`config.mk`:
```
export PLATFORM = sky130hd
export DESIGN_NAME = rbb_ram
export DESIGN_NICKNAME = d
export VERILOG_FILES = /design/src/hw/rtl/rbb_ram.sv
export SDC_FILE = /design/constraint.sdc
export NUM_CORES = 2
export LEC_CHECK = 0
export ABC_CLOCK_PERIOD_IN_PS = 3000
export BUFFER_PORTS_ARGS = -buffer_cell sky130_fd_sc_hd__buf_2
export CAP_MARGIN = 25
export CELL_PAD_IN_SITES_DETAIL_PLACEMENT = 1
export CELL_PAD_IN_SITES_GLOBAL_PLACEMENT = 1
export CORE_ASPECT_RATIO = 1.4
export CORE_MARGIN = 1
export CORE_UTILIZATION = 59
export CTS_BUF_LIST = sky130_fd_sc_hd__clkbuf_8
export CTS_CLUSTER_DIAMETER = 100
export DETAILED_ROUTE_END_ITERATION = 7
export GPL_TIMING_DRIVEN = 0
export MAX_ROUTING_LAYER = met4
export PLACE_DENSITY_LB_ADDON = 0.08
export SYNTH_ARGS = -nofsm -noshare
export SYNTH_HDL_FRONTEND = slang
export SYNTH_SLANG_ARGS = --single-unit
```
`constraint.sdc`:
```
create_clock -name clk -period 3 [get_ports clk]
set_clock_uncertainty 0.15 [all_clocks]
set_input_delay 0.3 -clock clk [delete_from_list [all_inputs] [get_ports clk]]
set_output_delay 0.3 -clock clk [all_outputs]
set_load 0.02 [all_outputs]
```
`src/hw/rtl/rbb_ram.sv`:
```
// ----------------------------------------------------------------------------
// rbb_ram
// simple dual-port ram, one write and one registered read port
// ----------------------------------------------------------------------------
module rbb_ram #(
	parameter int WIDTH = 8,
	parameter int DEPTH = 256,
	localparam int AW = $clog2(DEPTH)
) (
	input  logic             clk,
	input  logic             we,
	input  logic [AW-1:0]    waddr,
	input  logic [WIDTH-1:0] wdata,
	input  logic             re,
	input  logic [AW-1:0]    raddr,
	output logic [WIDTH-1:0] rdata
);

	logic [WIDTH-1:0] mem_q [DEPTH];
	logic [WIDTH-1:0] rdata_q;

	always_ff @(posedge clk) begin
		if (we) begin
			mem_q[waddr] <= wdata;
		end
		if (re) begin
			rdata_q <= mem_q[raddr];
		end
	end

	assign rdata = rdata_q;

endmodule

```
==> metrics.txt <==
outcome finished with violations; failing checks setup timing; Remaining DRCs 0; Detailed Place HPWL 175400 um; Via-to-Cell Ratio 7.032; placed cells 5572; Final min period 3181 ps; TNS Setup -10330 ps; IR drop worst, VDD 0.5018 mV; fin nets 4163; die height 436.7 um; critical path class input port to flop; Core Util, Final 66.35%; most frequent cells in the layout edfxtp_1, mux4_2, clkbuf_8, nor2_1, mux2i_1; GR peak layer met2; GPL Wtd Cong 0.9943; Cell Rows 159; worst-path maximum fanout 10; gr usage total 39.44%; Vias 43153; M2 GR Usage 60.76%; Synth Flop Type edfxtp_1; antenna violations before repair 17; most common cell after layout, fill and taps aside edfxtp_1; Slew Limit Headroom 24.43%; Distinct cells, synth 54; worst path arrival time 3770 ps; Final setup viols 190; net count after synthesis 3760; sequential share of the synthesized area 77.53%; Final ANT Viol Nets 0; clock transition at the registers of the reported paths 70 ps; leakage 27.90 nW; RSZ-0062 raised after global routing yes; Die Area 136500 sq um; CP cell instances buf_2, buf_4, or3b_2, clkbuf_1, o221ai_1, a21oi_1, a21oi_1, nor3_1, nor4_2; grt met1 use 46.79%; Post-synth EDFFs 2056; CTS H-tree lvls 5; drt first pass iters 5; crit-path max cell delay 680 ps; clk sinks 2056; Worst path most repeated cell a21oi_1; reg2reg start mem_q[161][0]; area delta synth->final 11.72%; Clock Latency Late Sink 1070 ps; mapped cell area 79640 sq um; Finished Layout Cells 6137; Die Wd 312.5 um; initial drt markers 5940; global routing usage on met3 8.550%; HP Class input port to flop; CTS Buffer Depth 4; worst path bufs/invs 3; Pwr Density 632.9 nW/um^2; Async S/R FF share, synth 0%; max-cap viol count 0; Setup WS post-layout -181.3 ps; routed wire length 257600 um; max frequency 314.3 MHz; Critical Path Sink rdata[4]; yosys warns 0; CTS tree yes; origin of the worst setup path raddr[2]; first-pass GRT wire length 350400 um; synthesized flop and latch total 2056; period utilization 106.0%; GR Overflow Total 0; Initial Util 59.39%; Worst-Margin Slew 1134 ps; Synth Area per Inst 21.33 sq um; vias in the first global route 45018; Avg WL per Cell 41.98 um; Setup crit end kind flop; share of cells above drive strength 1 26.37%; synthesized instance count 3733; final hold vios 0; crit start category input port; CTS Root Cell clkbuf_8; Max Slew Vio Count 0; reg2reg end rdata[0]; FF-to-FF path depth 7; core area 134100 sq um; I/O Pins 35; Max stage delay cell, worst path nor4_2; Port-buffer cells 27; Crit path depth 9; largest net degree at the start of global routing 165; data required time at the worst endpoint 3580 ps; total CTS buffers 310; Crit path max-delay family simple AND/OR/NAND/NOR gates; reg2reg setup slack -140 ps
## metal layers
metal / share of wire (%) / up-vias
met4: 7.7 / 0
li1: - / 16555
met1: 34 / 22827
met5: 0 / -
met3: 9.9 / 749
met2: 49 / 3022
## final cells by class
cell class,instances,area [sq um]
diodes,13,32.53
plain buffers,231,1565
clock buffers,319,4390
clock inverters,210,964.7
fillers,10839,45120
inverters,2,7.507
multi-input cells,1442,16920
flip-flops and latches,2056,61740
well taps,1771,2216
repair buffers,93,1134
## synth_stat cells, types with 3 or more instances
master	n	area share (%)
and2_1	6	0.047
o22a_1	5	0.055
buf_2	31	0.19
mux4_2	454	13
nand2_1	33	0.16
a221oi_1	13	0.14
clkbuf_1	111	0.52
nor3_1	22	0.14
o21ai_0	10	0.063
nor4_1	24	0.19
nand3_1	34	0.21
a21oi_1	96	0.60
a22oi_1	133	1.3
nand4_1	10	0.079
nor2_1	282	1.3
o211ai_1	10	0.094
o22ai_1	28	0.22
buf_12	8	0.20
a211oi_1	16	0.15
edfxtp_1	2056	78
buf_6	21	0.30
nand2b_1	8	0.063
mux2i_1	134	1.7
or2_2	4	0.031
a22o_1	8	0.088
buf_1	22	0.10
buf_4	27	0.25
o221ai_1	46	0.51
nor2b_1	31	0.24
nor4_2	3	0.047
o32ai_1	4	0.044
buf_8	13	0.25
## cell families after synthesis
| family | count (synthesis) | synth area share [%] |
|---|---|---|
| muxes | 591 | 14.60 |
| buffers and inverters | 235 | 1.829 |
| DFF | 2056 | 77.53 |
| AOI/OAI and AO/OA | 385 | 3.416 |
| and+or+nand+nor | 466 | 2.625 |
## timing repair
| item | in CTS | in global routing |
|---|---|---|
| endpoints found under the setup margin | 16 | 171 |
| buffers inserted | 3 | 0 |
| endpoints found under the hold margin | 1208 | 0 |
| pin swaps | 2 | 2 |
| hold buffers | 17 | 0 |
| cloned | 0 | 0 |
| resized for setup | 96 | 57 |
## worst min-delay path by stage
stage / end / startpoint / cells after the start
after floorplan: mem_q[0][0] / wdata[0] / 0
after global placement: rdata[4] / re / 1
after detailed placement: rdata[4] / re / 1
after CTS: mem_q[23][5] / waddr[1] / 3
after global routing: mem_q[189][3] / waddr[4] / 3
final: mem_q[189][7] / waddr[4] / 3
## worst reg2reg max path, stage by stage, from the launching register on
cell and delay (ps):
edfxtp_1 340, mux4_2 260, o22a_1 140, o21ai_0 260, a2111oi_0 800, buf_2 270
nor3_1 90, nor4_4 530
## where the power goes
part | internal [W] | switching (W) | leakage (nW)
clock network | 0.0102 | 0.0108 | 3.08
logic | 0.00112 | 0.00252 | 6.33
registers | 0.0317 | 0.0000203 | 18.5
## per-stage QoR
step	total power, W	setup WS, ps	hold slack (ps)	cell area (sq um)
after floorplan	0.03386	473.9	248.9	79640
after global placement	0.03561	-3122	480.7	81990
after detailed placement	0.03574	-2401	485.5	82810
after CTS	0.05620	-13.30	21.41	88710
after global routing	0.05732	-41.28	55.78	88960
final	0.05631	-181.3	41.94	88970
## state kept, by name, summed over array words and instances (netlist names)
register / cells
rdata: 8
mem_q: 2048
(Power assumes the default switching activity.)
